**src/hdl/sse_pkg.sv**
```systemverilog
// sse_pkg: shared constants, codes and types of the semaphore set batch engine.
// Depends on nothing; the engine and sse_alu refer to it by scoped names.
`timescale 1ns / 1ps
`default_nettype none
package sse_pkg;

	localparam int SET_SIZE      = 16;
	localparam int JOURNAL_DEPTH = 16;

	localparam int IDX_W   = 4;   // sem_index field width
	localparam int VAL_W   = 15;  // counter width
	localparam int OPV_W   = 16;  // op_value field width
	localparam int CFG_W   = 5;   // active_count width
	localparam int JIDX_W  = $clog2(JOURNAL_DEPTH);
	localparam int JFILL_W = $clog2(JOURNAL_DEPTH) + 1;
	localparam int JE_W    = IDX_W + OPV_W;

	localparam logic [VAL_W-1:0]   COUNTER_MAX = {VAL_W{1'b1}};
	localparam logic [IDX_W:0]     SET_LIMIT   = (IDX_W+1)'(SET_SIZE);
	localparam logic [JFILL_W-1:0] FILL_LIMIT  = JFILL_W'(JOURNAL_DEPTH - 1);
	localparam logic [CFG_W-1:0]   ACTIVE_RST  = CFG_W'(16);

	localparam logic [1:0] MODE_OP  = 2'd0;
	localparam logic [1:0] MODE_SET = 2'd1;
	localparam logic [1:0] MODE_GET = 2'd2;

	localparam logic [2:0] ST_OK          = 3'd0;
	localparam logic [2:0] ST_WOULD_BLOCK = 3'd1;
	localparam logic [2:0] ST_OVERFLOW    = 3'd2;
	localparam logic [2:0] ST_BAD_INDEX   = 3'd3;
	localparam logic [2:0] ST_TOO_LONG    = 3'd4;
	localparam logic [2:0] ST_NEG_SET     = 3'd5;
	localparam logic [2:0] ST_SKIPPED     = 3'd6;

	typedef enum logic [4:0] {
		S_IDLE    = 5'b00001,
		S_EXEC    = 5'b00010,
		S_UNDO_RD = 5'b00100,
		S_UNDO_WB = 5'b01000,
		S_FIN     = 5'b10000
	} state_t;

	// flags and clamped sum from the shared adder
	typedef struct packed {
		logic             under;
		logic             over;
		logic [VAL_W-1:0] sat;
	} alu_res_t;

endpackage
`default_nettype wire

```
**src/hdl/semaphore_set_batch_engine.sv**
```systemverilog
// Semaphore set batch engine: 16 counters, batched ops with journal-based undo.
// Get, set and passing ops: latched item, EXEC, output register (FIN if the slot is busy).
// A failing op with k >= 1 journaled ops first walks UNDO_RD, UNDO_WB per entry, then FIN.
// The sequencer holds one item at a time; in_ready is high only in IDLE.
// Reset (arst_n low, async): counters zero, journal empty, no failed batch,
// active_count 16. Journal RAM content is not cleared and needs no clearing.
`timescale 1ns / 1ps
`default_nettype none
module semaphore_set_batch_engine (
	input  wire logic                             clk,
	input  wire logic                             arst_n,
	// configuration: active_count
	input  wire logic                             cfg_we,
	input  wire logic [sse_pkg::CFG_W-1:0]        cfg_wdata,
	// item input
	input  wire logic                             in_valid,
	output logic                                  in_ready,
	input  wire logic [1:0]                       mode,
	input  wire logic [sse_pkg::IDX_W-1:0]        sem_index,
	input  wire logic signed [sse_pkg::OPV_W-1:0] op_value,
	input  wire logic                             last_of_batch,
	// result output
	output logic                                  out_valid,
	input  wire logic                             out_ready,
	output logic [2:0]                            status,
	output logic [sse_pkg::VAL_W-1:0]             value,
	output logic                                  batch_done
);

	// ---------------------------------------------------------------
	// State
	// ---------------------------------------------------------------
	sse_pkg::state_t state_q;

	logic [sse_pkg::CFG_W-1:0]        active_count_q;
	logic [sse_pkg::VAL_W-1:0]        counters_q [sse_pkg::SET_SIZE];
	logic [sse_pkg::JFILL_W-1:0]      fill_q;
	logic                             batch_failed_q;

	// latched item
	logic [1:0]                       mode_q;
	logic [sse_pkg::IDX_W-1:0]        idx_q;
	logic signed [sse_pkg::OPV_W-1:0] opv_q;
	logic                             last_q;

	// result parked while undo runs or the output slot is busy
	logic [2:0]                       res_status_q;
	logic [sse_pkg::VAL_W-1:0]        res_value_q;
	logic                             res_done_q;

	// output register
	logic                             out_valid_q;
	logic [2:0]                       status_q;
	logic [sse_pkg::VAL_W-1:0]        value_q;
	logic                             batch_done_q;

	// ---------------------------------------------------------------
	// Journal RAM: {index, raw delta} per successful op of the batch
	// ---------------------------------------------------------------
	logic                             jr_we;
	logic [sse_pkg::JIDX_W-1:0]       jr_raddr;
	logic [sse_pkg::JE_W-1:0]         jr_wdata;
	logic [sse_pkg::JE_W-1:0]         jr_rdata;
	logic [sse_pkg::IDX_W-1:0]        j_idx;
	logic signed [sse_pkg::OPV_W-1:0] j_delta;
	logic                             j_idx_ok;

	assign jr_wdata = {idx_q, opv_q};
	assign jr_raddr = sse_pkg::JIDX_W'(fill_q - 1'b1);
	assign j_idx    = jr_rdata[sse_pkg::JE_W-1:sse_pkg::OPV_W];
	assign j_delta  = signed'(jr_rdata[sse_pkg::OPV_W-1:0]);
	assign j_idx_ok = {1'b0, j_idx} < sse_pkg::SET_LIMIT;

	sse_ram #(
		.WIDTH(sse_pkg::JE_W),
		.DEPTH(sse_pkg::JOURNAL_DEPTH)
	) u_journal (
		.clk  (clk),
		.we   (jr_we),
		.waddr(fill_q[sse_pkg::JIDX_W-1:0]),
		.wdata(jr_wdata),
		.raddr(jr_raddr),
		.rdata(jr_rdata)
	);

	// ---------------------------------------------------------------
	// Shared adder: item delta in EXEC, reversed journal delta in undo
	// ---------------------------------------------------------------
	logic [sse_pkg::IDX_W-1:0]        rd_idx;
	logic [sse_pkg::VAL_W-1:0]        cur;
	logic signed [sse_pkg::OPV_W-1:0] alu_delta;
	logic                             alu_sub;
	sse_pkg::alu_res_t                alu_res;

	assign rd_idx    = (state_q == sse_pkg::S_UNDO_WB) ? j_idx : idx_q;
	assign cur       = counters_q[rd_idx];
	assign alu_sub   = (state_q == sse_pkg::S_UNDO_WB);
	assign alu_delta = (state_q == sse_pkg::S_UNDO_WB) ? j_delta : opv_q;

	sse_alu u_alu (
		.base (cur),
		.delta(alu_delta),
		.sub  (alu_sub),
		.res  (alu_res)
	);

	// ---------------------------------------------------------------
	// Item decode (meaningful in EXEC)
	// ---------------------------------------------------------------
	logic                      idx_ok;
	logic [2:0]                ex_status;
	logic [sse_pkg::VAL_W-1:0] ex_value;
	logic                      ex_done;
	logic                      ex_fail;   // failure that aborts the batch
	logic                      ex_cnt_we;
	logic [sse_pkg::VAL_W-1:0] ex_cnt_val;
	logic                      slot_free;
	logic                      need_undo;

	assign idx_ok = ({1'b0, idx_q} < active_count_q) && ({1'b0, idx_q} < sse_pkg::SET_LIMIT);

	always_comb begin
		ex_status  = sse_pkg::ST_OK;
		ex_value   = '0;
		ex_done    = 1'b0;
		ex_cnt_we  = 1'b0;
		ex_cnt_val = alu_res.sat;
		case (mode_q)
			sse_pkg::MODE_OP: begin
				ex_done = last_q;
				if (batch_failed_q) begin
					ex_status = sse_pkg::ST_SKIPPED;
				end else if (!idx_ok) begin
					ex_status = sse_pkg::ST_BAD_INDEX;
				end else if (fill_q >= sse_pkg::FILL_LIMIT) begin
					ex_status = sse_pkg::ST_TOO_LONG;
				end else begin
					ex_value = cur;
					if (opv_q < 0) begin
						if (alu_res.under) ex_status = sse_pkg::ST_WOULD_BLOCK;
					end else if (opv_q > 0) begin
						if (alu_res.over) ex_status = sse_pkg::ST_OVERFLOW;
					end else if (cur != '0) begin
						ex_status = sse_pkg::ST_WOULD_BLOCK;
					end
					ex_cnt_we = (ex_status == sse_pkg::ST_OK);
				end
			end
			sse_pkg::MODE_SET: begin
				if (!idx_ok) begin
					ex_status = sse_pkg::ST_BAD_INDEX;
				end else if (opv_q[sse_pkg::OPV_W-1]) begin
					ex_status = sse_pkg::ST_NEG_SET;
				end else begin
					ex_value   = opv_q[sse_pkg::VAL_W-1:0];
					ex_cnt_we  = 1'b1;
					ex_cnt_val = opv_q[sse_pkg::VAL_W-1:0];
				end
			end
			default: begin
				// get, and the unused mode code
				if (!idx_ok) begin
					ex_status = sse_pkg::ST_BAD_INDEX;
				end else begin
					ex_value = cur;
				end
			end
		endcase
	end

	assign ex_fail   = (mode_q == sse_pkg::MODE_OP) && (ex_status != sse_pkg::ST_OK) &&
		(ex_status != sse_pkg::ST_SKIPPED);
	assign need_undo = ex_fail && (fill_q != '0);
	assign jr_we     = (state_q == sse_pkg::S_EXEC) && (mode_q == sse_pkg::MODE_OP) &&
		ex_cnt_we;
	assign slot_free = !out_valid_q || out_ready;
	assign in_ready  = (state_q == sse_pkg::S_IDLE);

	// ---------------------------------------------------------------
	// Sequencer
	// ---------------------------------------------------------------
	logic out_load;
	logic from_res;

	always_comb begin
		out_load = 1'b0;
		from_res = 1'b0;
		case (state_q)
			sse_pkg::S_EXEC: out_load = !need_undo && slot_free;
			sse_pkg::S_FIN: begin
				out_load = slot_free;
				from_res = 1'b1;
			end
			default: out_load = 1'b0;
		endcase
	end

	always_ff @(posedge clk or negedge arst_n) begin
		if (!arst_n) begin
			state_q        <= sse_pkg::S_IDLE;
			active_count_q <= sse_pkg::ACTIVE_RST;
			fill_q         <= '0;
			batch_failed_q <= 1'b0;
			out_valid_q    <= 1'b0;
			for (int i = 0; i < sse_pkg::SET_SIZE; i++) begin
				counters_q[i] <= '0;
			end
		end else begin
			if (cfg_we) begin
				active_count_q <= cfg_wdata;
			end

			if (out_load) begin
				out_valid_q <= 1'b1;
			end else if (out_ready) begin
				out_valid_q <= 1'b0;
			end

			case (state_q)
				sse_pkg::S_IDLE: begin
					if (in_valid) begin
						state_q <= sse_pkg::S_EXEC;
					end
				end
				sse_pkg::S_EXEC: begin
					if (ex_cnt_we) begin
						counters_q[idx_q] <= ex_cnt_val;
					end
					if (mode_q == sse_pkg::MODE_OP) begin
						// closing item clears batch state; undo empties the journal
						batch_failed_q <= !last_q && (batch_failed_q || ex_fail);
						if (last_q && !need_undo) begin
							fill_q <= '0;
						end else if (ex_cnt_we) begin
							fill_q <= fill_q + 1'b1;
						end
					end
					if (need_undo) begin
						state_q <= sse_pkg::S_UNDO_RD;
					end else if (slot_free) begin
						state_q <= sse_pkg::S_IDLE;
					end else begin
						state_q <= sse_pkg::S_FIN;
					end
				end
				sse_pkg::S_UNDO_RD: begin
					fill_q  <= fill_q - 1'b1;
					state_q <= sse_pkg::S_UNDO_WB;
				end
				sse_pkg::S_UNDO_WB: begin
					if (j_idx_ok) begin
						counters_q[j_idx] <= alu_res.sat;
					end
					state_q <= (fill_q == '0) ? sse_pkg::S_FIN : sse_pkg::S_UNDO_RD;
				end
				sse_pkg::S_FIN: begin
					if (slot_free) begin
						state_q <= sse_pkg::S_IDLE;
					end
				end
				default: state_q <= sse_pkg::S_IDLE;
			endcase
		end
	end

	// payload registers, no reset
	always_ff @(posedge clk) begin
		if (in_valid && in_ready) begin
			mode_q <= mode;
			idx_q  <= sem_index;
			opv_q  <= op_value;
			last_q <= last_of_batch;
		end
		if (state_q == sse_pkg::S_EXEC) begin
			res_status_q <= ex_status;
			res_value_q  <= ex_value;
			res_done_q   <= ex_done;
		end
		if (out_load) begin
			status_q     <= from_res ? res_status_q : ex_status;
			value_q      <= from_res ? res_value_q : ex_value;
			batch_done_q <= from_res ? res_done_q : ex_done;
		end
	end

	assign out_valid  = out_valid_q;
	assign status     = status_q;
	assign value      = value_q;
	assign batch_done = batch_done_q;

	// ---------------------------------------------------------------
	// Assertions
	// ---------------------------------------------------------------
	a_fill_bound: assert property (@(posedge clk) disable iff (!arst_n)
		fill_q <= sse_pkg::FILL_LIMIT)
		else $error("journal fill beyond batch limit");

	a_failed_empty: assert property (@(posedge clk) disable iff (!arst_n)
		(batch_failed_q && state_q == sse_pkg::S_IDLE) |-> (fill_q == '0))
		else $error("failed batch left journal entries");

	a_undo_step: assert property (@(posedge clk) disable iff (!arst_n)
		(state_q == sse_pkg::S_UNDO_RD) |=> (fill_q == $past(fill_q) - 1'b1))
		else $error("undo did not pop one journal entry");

	a_undo_no_write: assert property (@(posedge clk) disable iff (!arst_n)
		(state_q == sse_pkg::S_UNDO_RD || state_q == sse_pkg::S_UNDO_WB) |-> !out_load)
		else $error("result delivered before undo finished");

endmodule
`default_nettype wire

```
**src/hdl/sse_ram.sv**
```systemverilog
// sse_ram: generic single-write, single-read RAM with registered read data.
// Depends on nothing; used for the undo journal.
`timescale 1ns / 1ps
`default_nettype none
module sse_ram #(
	parameter int WIDTH = 8,
	parameter int DEPTH = 16
) (
	input  wire logic                     clk,
	input  wire logic                     we,
	input  wire logic [$clog2(DEPTH)-1:0] waddr,
	input  wire logic [WIDTH-1:0]         wdata,
	input  wire logic [$clog2(DEPTH)-1:0] raddr,
	output logic      [WIDTH-1:0]         rdata
);

	logic [WIDTH-1:0] mem_q [DEPTH];

	always_ff @(posedge clk) begin
		if (we) begin
			mem_q[waddr] <= wdata;
		end
		rdata <= mem_q[raddr];
	end

endmodule
`default_nettype wire

```
**src/hdl/sse_alu.sv**
```systemverilog
// sse_alu: the one shared add/subtract unit with range flags and clamping.
// Depends on sse_pkg.
`timescale 1ns / 1ps
`default_nettype none
module sse_alu (
	input  wire logic [sse_pkg::VAL_W-1:0]        base,
	input  wire logic signed [sse_pkg::OPV_W-1:0] delta,
	input  wire logic                             sub,
	output sse_pkg::alu_res_t                     res
);

	localparam int SUM_W = sse_pkg::OPV_W + 2;

	logic signed [SUM_W-1:0] a_ext;
	logic signed [SUM_W-1:0] d_ext;
	logic signed [SUM_W-1:0] sum;

	assign a_ext = signed'({{(SUM_W-sse_pkg::VAL_W){1'b0}}, base});
	assign d_ext = signed'({{(SUM_W-sse_pkg::OPV_W){delta[sse_pkg::OPV_W-1]}}, delta});
	assign sum   = sub ? (a_ext - d_ext) : (a_ext + d_ext);

	always_comb begin
		res.under = sum[SUM_W-1];
		res.over  = !sum[SUM_W-1] && (|sum[SUM_W-2:sse_pkg::VAL_W]);
		if (res.under) begin
			res.sat = '0;
		end else if (res.over) begin
			res.sat = sse_pkg::COUNTER_MAX;
		end else begin
			res.sat = sum[sse_pkg::VAL_W-1:0];
		end
	end

endmodule
`default_nettype wire
```
**config.mk**
```make
export PLATFORM = sky130hd
export DESIGN_NAME = semaphore_set_batch_engine
export DESIGN_NICKNAME = d
export VERILOG_FILES = /design/src/hdl/sse_pkg.sv /design/src/hdl/semaphore_set_batch_engine.sv /design/src/hdl/sse_ram.sv /design/src/hdl/sse_alu.sv
export SDC_FILE = /design/constraint.sdc
export NUM_CORES = 1
export LEC_CHECK = 0
export ABC_AREA = 0
export BUFFER_PORTS_ARGS = -buffer_cell sky130_fd_sc_hd__buf_2
export CAP_MARGIN = 10
export CORE_UTILIZATION = 55
export CTS_BUF_LIST = sky130_fd_sc_hd__clkbuf_8
export DETAILED_ROUTE_END_ITERATION = 10
export PLACE_DENSITY = 0.7
export SLEW_MARGIN = 10
export SYNTH_ARGS = -nofsm -noshare
export SYNTH_HDL_FRONTEND = slang
export SYNTH_SLANG_ARGS = --single-unit
export TNS_END_PERCENT = 20
```
**constraint.sdc**
```tcl
create_clock -name clk -period 12.75 [get_ports clk]
set_input_delay 2.55 -clock clk [delete_from_list [all_inputs] [get_ports clk]]
set_output_delay 2.55 -clock clk [all_outputs]
set_load 0.02 [all_outputs]
```
==> metrics.md <==
| Metric | Value |
|---|---|
| Most used DFF post-synth | edfxtp_1 |
| Area Growth Syn to Fin | 9.744% |
| Slew Limit Fails | 0 |
| Pre-antenna DRT Iters | 6 |
| Syn avg cell area | around 13 um2 |
| Post-Place Setup Slack | between 4000 and 5000 ps |
| Power per cell area | approximately 150 mW/mm2 |
| Cell taking the most area after synthesis | edfxtp_1 |
| Core area | slightly below 0.06 mm2 |
| Startpoint types | flop |
| Total power | between 5 and 6 mW |
| First-pass GRT wire length | between 150 and 200 mm |
| Worst setup EP type | flop |
| Initial antenna violation count | 2 |
| Synthesized area | 0.03214 mm2 |
| # hold bufs at CTS | 0 |
| DP HPWL | between 60 and 70 mm |
| Maximum VDD drop | approximately 0.12 mV |
| Yosys warns | 0 |
| Routability cong. | 0.9684 |
| Leak Pwr | about 13 nW |
| DR vias/cell | slightly above 7 |
| Critical Path RT | ~13000 ps |
| Largest net degree at the start of global routing | between 100 and 150 |
| Fin crit share | 0.7207 |
| Starting Density | 0.5571 |
| Top cell type's share of synthesized area | 0.3560 |
| Run status | finished, final reports clean |
| Clk sinks | around 660 |
| Htree depth | 3 |
| Worst path arrival time | ~9800 ps |
| Post-cts resize count | 0 |
| Post-synth net total | between 2000 and 3000 |
| DR vias | ~24000 |
| Max_cap viols | 0 |
| Clk pwr share | 0.339 |
| CP max FO | 45 |
| Hold WC Path Type | reg2reg |
| Num ports | 54 |
| Area after DPL | ~0.033 mm2 |
| Final setup violation count | 0 |
| Post-route antenna net violation count | 0 |
| F_max | between 100 and 150 MHz |
| Post-synth ARST share | 0.3906 |
| WS Path Type | reg2reg |
| Clk_skew | 43.22 ps |
| Port Buf Inserts | between 50 and 60 |
| Final Cell Area | between 0.03 and 0.04 mm2 |
| Die width | between 200 and 250 um |
| Die Area | 0.05941 mm2 |
| Num CTS Buffers | roughly 100 |
| Final WL | between 100 and 150 mm |
| Setup TNS | 0 ps |
| Setup bufs post-CTS | 0 |
| Top cells by area, synth | edfxtp_1 36%, dfrtp_1 20%, mux4_2 7.0%, a22oi_1 4.3%, o2bb2ai_2 3.9% |
| Share of layout cells above drive strength 1 | 0.2271 |
| Core Util, Final | 0.6113 |
| Worst-Margin Slew | around 1300 ps |
| GRT Util Overall | 0.3530 |
| Synthesized instance count | ~2400 |
| Slew headroom | 0.1102 |
| Worst-path clk slew | about 70 ps |
| Die Ht | ~240 um |
| TritonCTS clock tree | yes |
| Post-DR wirelength/cell | 31.08 um |
| Clk root buf | clkbuf_8 |
| Comb pwr share | 0.187 |
| Initial DRC count | 2905 |
| Row cnt | 88 |
| Yosys cell types | 89 |
| Clk_lat worst skew | roughly 770 ps |
| Sequential share of power | 0.474 |
| Setup ws final | between 3000 and 4000 ps |
| EDFF count, synth | approximately 380 |
| Switching share of power | 0.3135 |
| RSZ-0062 raised after global routing | no |
| FILL cells | about 4500 |
| Cell-internal power | about 3.6 mW |
| Final Hold Fails | 0 |
| Remaining global-route overflow | 0 |
| Fin crit period | about 9200 ps |
| Total Nets Final | 2542 |
| Flops & latches, synth | 658 |
| Switching pwr | roughly 1.6 mW |
| DRC violations left | 0 |
| Clk buf depth | 3 |
| Vias in the first global route | between 20000 and 25000 |
| Seq/Total Area, Yosys | 0.5686 |
==> per-layer routing <==
metal  up-vias  global-route usage  wire, um
met3       335             0.08658     10760
met2      1540              0.5399     47460
met5         -            0.006536        53
met1     11890              0.4699     39870
met4         2              0.1798      5647
li1       9853                   -         -
==> state kept, by name, summed over array words and instances, names as in the netlist <==
name and flops:
res_status_q 3, res_done_q 1, opv_q 16, batch_failed_q 1
state_q 5, out_valid 1, value 15, u_journal.rdata 20
batch_done 1, last_q 1, counters_q 240, idx_q 4
active_count_q 5, res_value_q 15, mode_q 2, u_journal.mem_q 320
status 3, fill_q 5
==> kinds of logic (layout without fill, tap and decap cells) <==
family / count (synthesis) / after routing / share of synthesized area
other: 0 / 3 / 0
DFF: 658 / 658 / 0.5686
adders and majority gates: 26 / 26 / 0.01036
muxes: 142 / 142 / 0.08456
xor gates and xnor gates: 28 / 28 / 0.007864
AOI/OAI and AO/OA: 903 / 903 / 0.2242
buffers and inverters: 248 / 373 / 0.03558
and+or+nand+nor: 441 / 441 / 0.06879
==> power by group through the flow <==
stage | clock network [mW] | logic, mW | registers (mW)
after global routing | 1.90 | 1.02 | 2.50
after CTS | 1.80 | 0.948 | 2.49
after global placement | 0 | 0.928 | 2.53
after floorplan | 0 | 0.591 | 2.51
final | 1.79 | 0.982 | 2.49
after detailed placement | 0 | 0.947 | 2.53
==> cell usage in the layout (no fill, tap or decap), types with 24 or more instances in the layout <==
| cell type | synthesis | routed |
|---|---|---|
| ha_1 | 25 | 24 |
| mux2_2 | 35 | 35 |
| o2bb2ai_1 | 131 | 131 |
| o22ai_1 | 25 | 25 |
| nand2_1 | 108 | 107 |
| and3_1 | 27 | 27 |
| mux4_2 | 100 | 100 |
| inv_1 | 26 | 60 |
| o2bb2ai_2 | 84 | 84 |
| buf_2 | 44 | 52 |
| a211oi_1 | 60 | 60 |
| clkbuf_8 | 0 | 113 |
| buf_4 | 2 | 98 |
| edfxtp_1 | 381 | 381 |
| dfrtp_1 | 255 | 254 |
| nor2b_1 | 37 | 37 |
| nor2_1 | 133 | 115 |
| a21oi_1 | 84 | 83 |
| a22oi_1 | 182 | 182 |
| a22o_1 | 40 | 40 |
| o21ai_0 | 123 | 123 |
==> Yosys cell counts, types with 26 or more instances <==
library cell / count
a22oi_1: 182
a21oi_1: 84
nand2_1: 108
inv_1: 26
mux4_2: 100
mux2_2: 35
a22o_1: 40
and3_1: 27
nor2_1: 133
dfrtp_1: 255
nor2b_1: 37
a211oi_1: 60
o2bb2ai_2: 84
edfxtp_1: 381
buf_2: 44
o21ai_0: 123
o2bb2ai_1: 131
clkbuf_1: 144
==> through the flow <==
step                hold WS (ps)  instances
finish                     485.4       3339
global route               498.5       3338
CTS                        489.1       3336
detailed placement         471.0       3142
global placement           467.4       3141
floorplan                  448.2       2446
==> cell type report <==
| type | count | area [um2] | share of cell area |
|---|---|---|---|
| sequential | 658 | 18280 | 0.5182 |
| tap | 765 | 957.2 | 0.02714 |
| antenna | 3 | 7.507 | 0.0002128 |
| clock inverter | 81 | 489.2 | 0.01387 |
| timing repair buffer | 152 | 1031 | 0.02923 |
| clock buffer | 113 | 1555 | 0.04409 |
| multi-input combinational | 1540 | 12850 | 0.3644 |
| inverter | 27 | 101.3 | 0.002873 |
==> final timing paths <==
kind	start	to	slack [ps]	cells after the start
setup / recovery	state_q[1]	counters_q[224]	3560	23
hold / removal	counters_q[81]	counters_q[81]	490	1
min in group asynchronous	arst_n	counters_q[82]	1700	1
max in group asynchronous	arst_n	counters_q[235]	8640	3
setup reg to reg	state_q[1]	counters_q[224]	3560	23
hold reg to reg	counters_q[81]	counters_q[81]	490	1
==> worst max-delay path, cell delays in order, from the launching register on <==
cell and delay [ps]:
dfrtp_1 420, nor3b_2 190, buf_4 240, nand3_1 610
nand2_2 990, buf_4 590, a211oi_1 160, nor4_1 870
a211o_1 430, ha_1 390, a21o_1 200, a21oi_1 180
and3_1 190, a21boi_0 130, o32a_1 370, a21oi_1 270
xnor2_1 150, buf_4 190, o21ai_0 380, nand2_1 630
nor2_1 80, a21oi_1 840, o32ai_1 270, a22o_1 240
No activity file was read; power rests on OpenSTA's default activity.
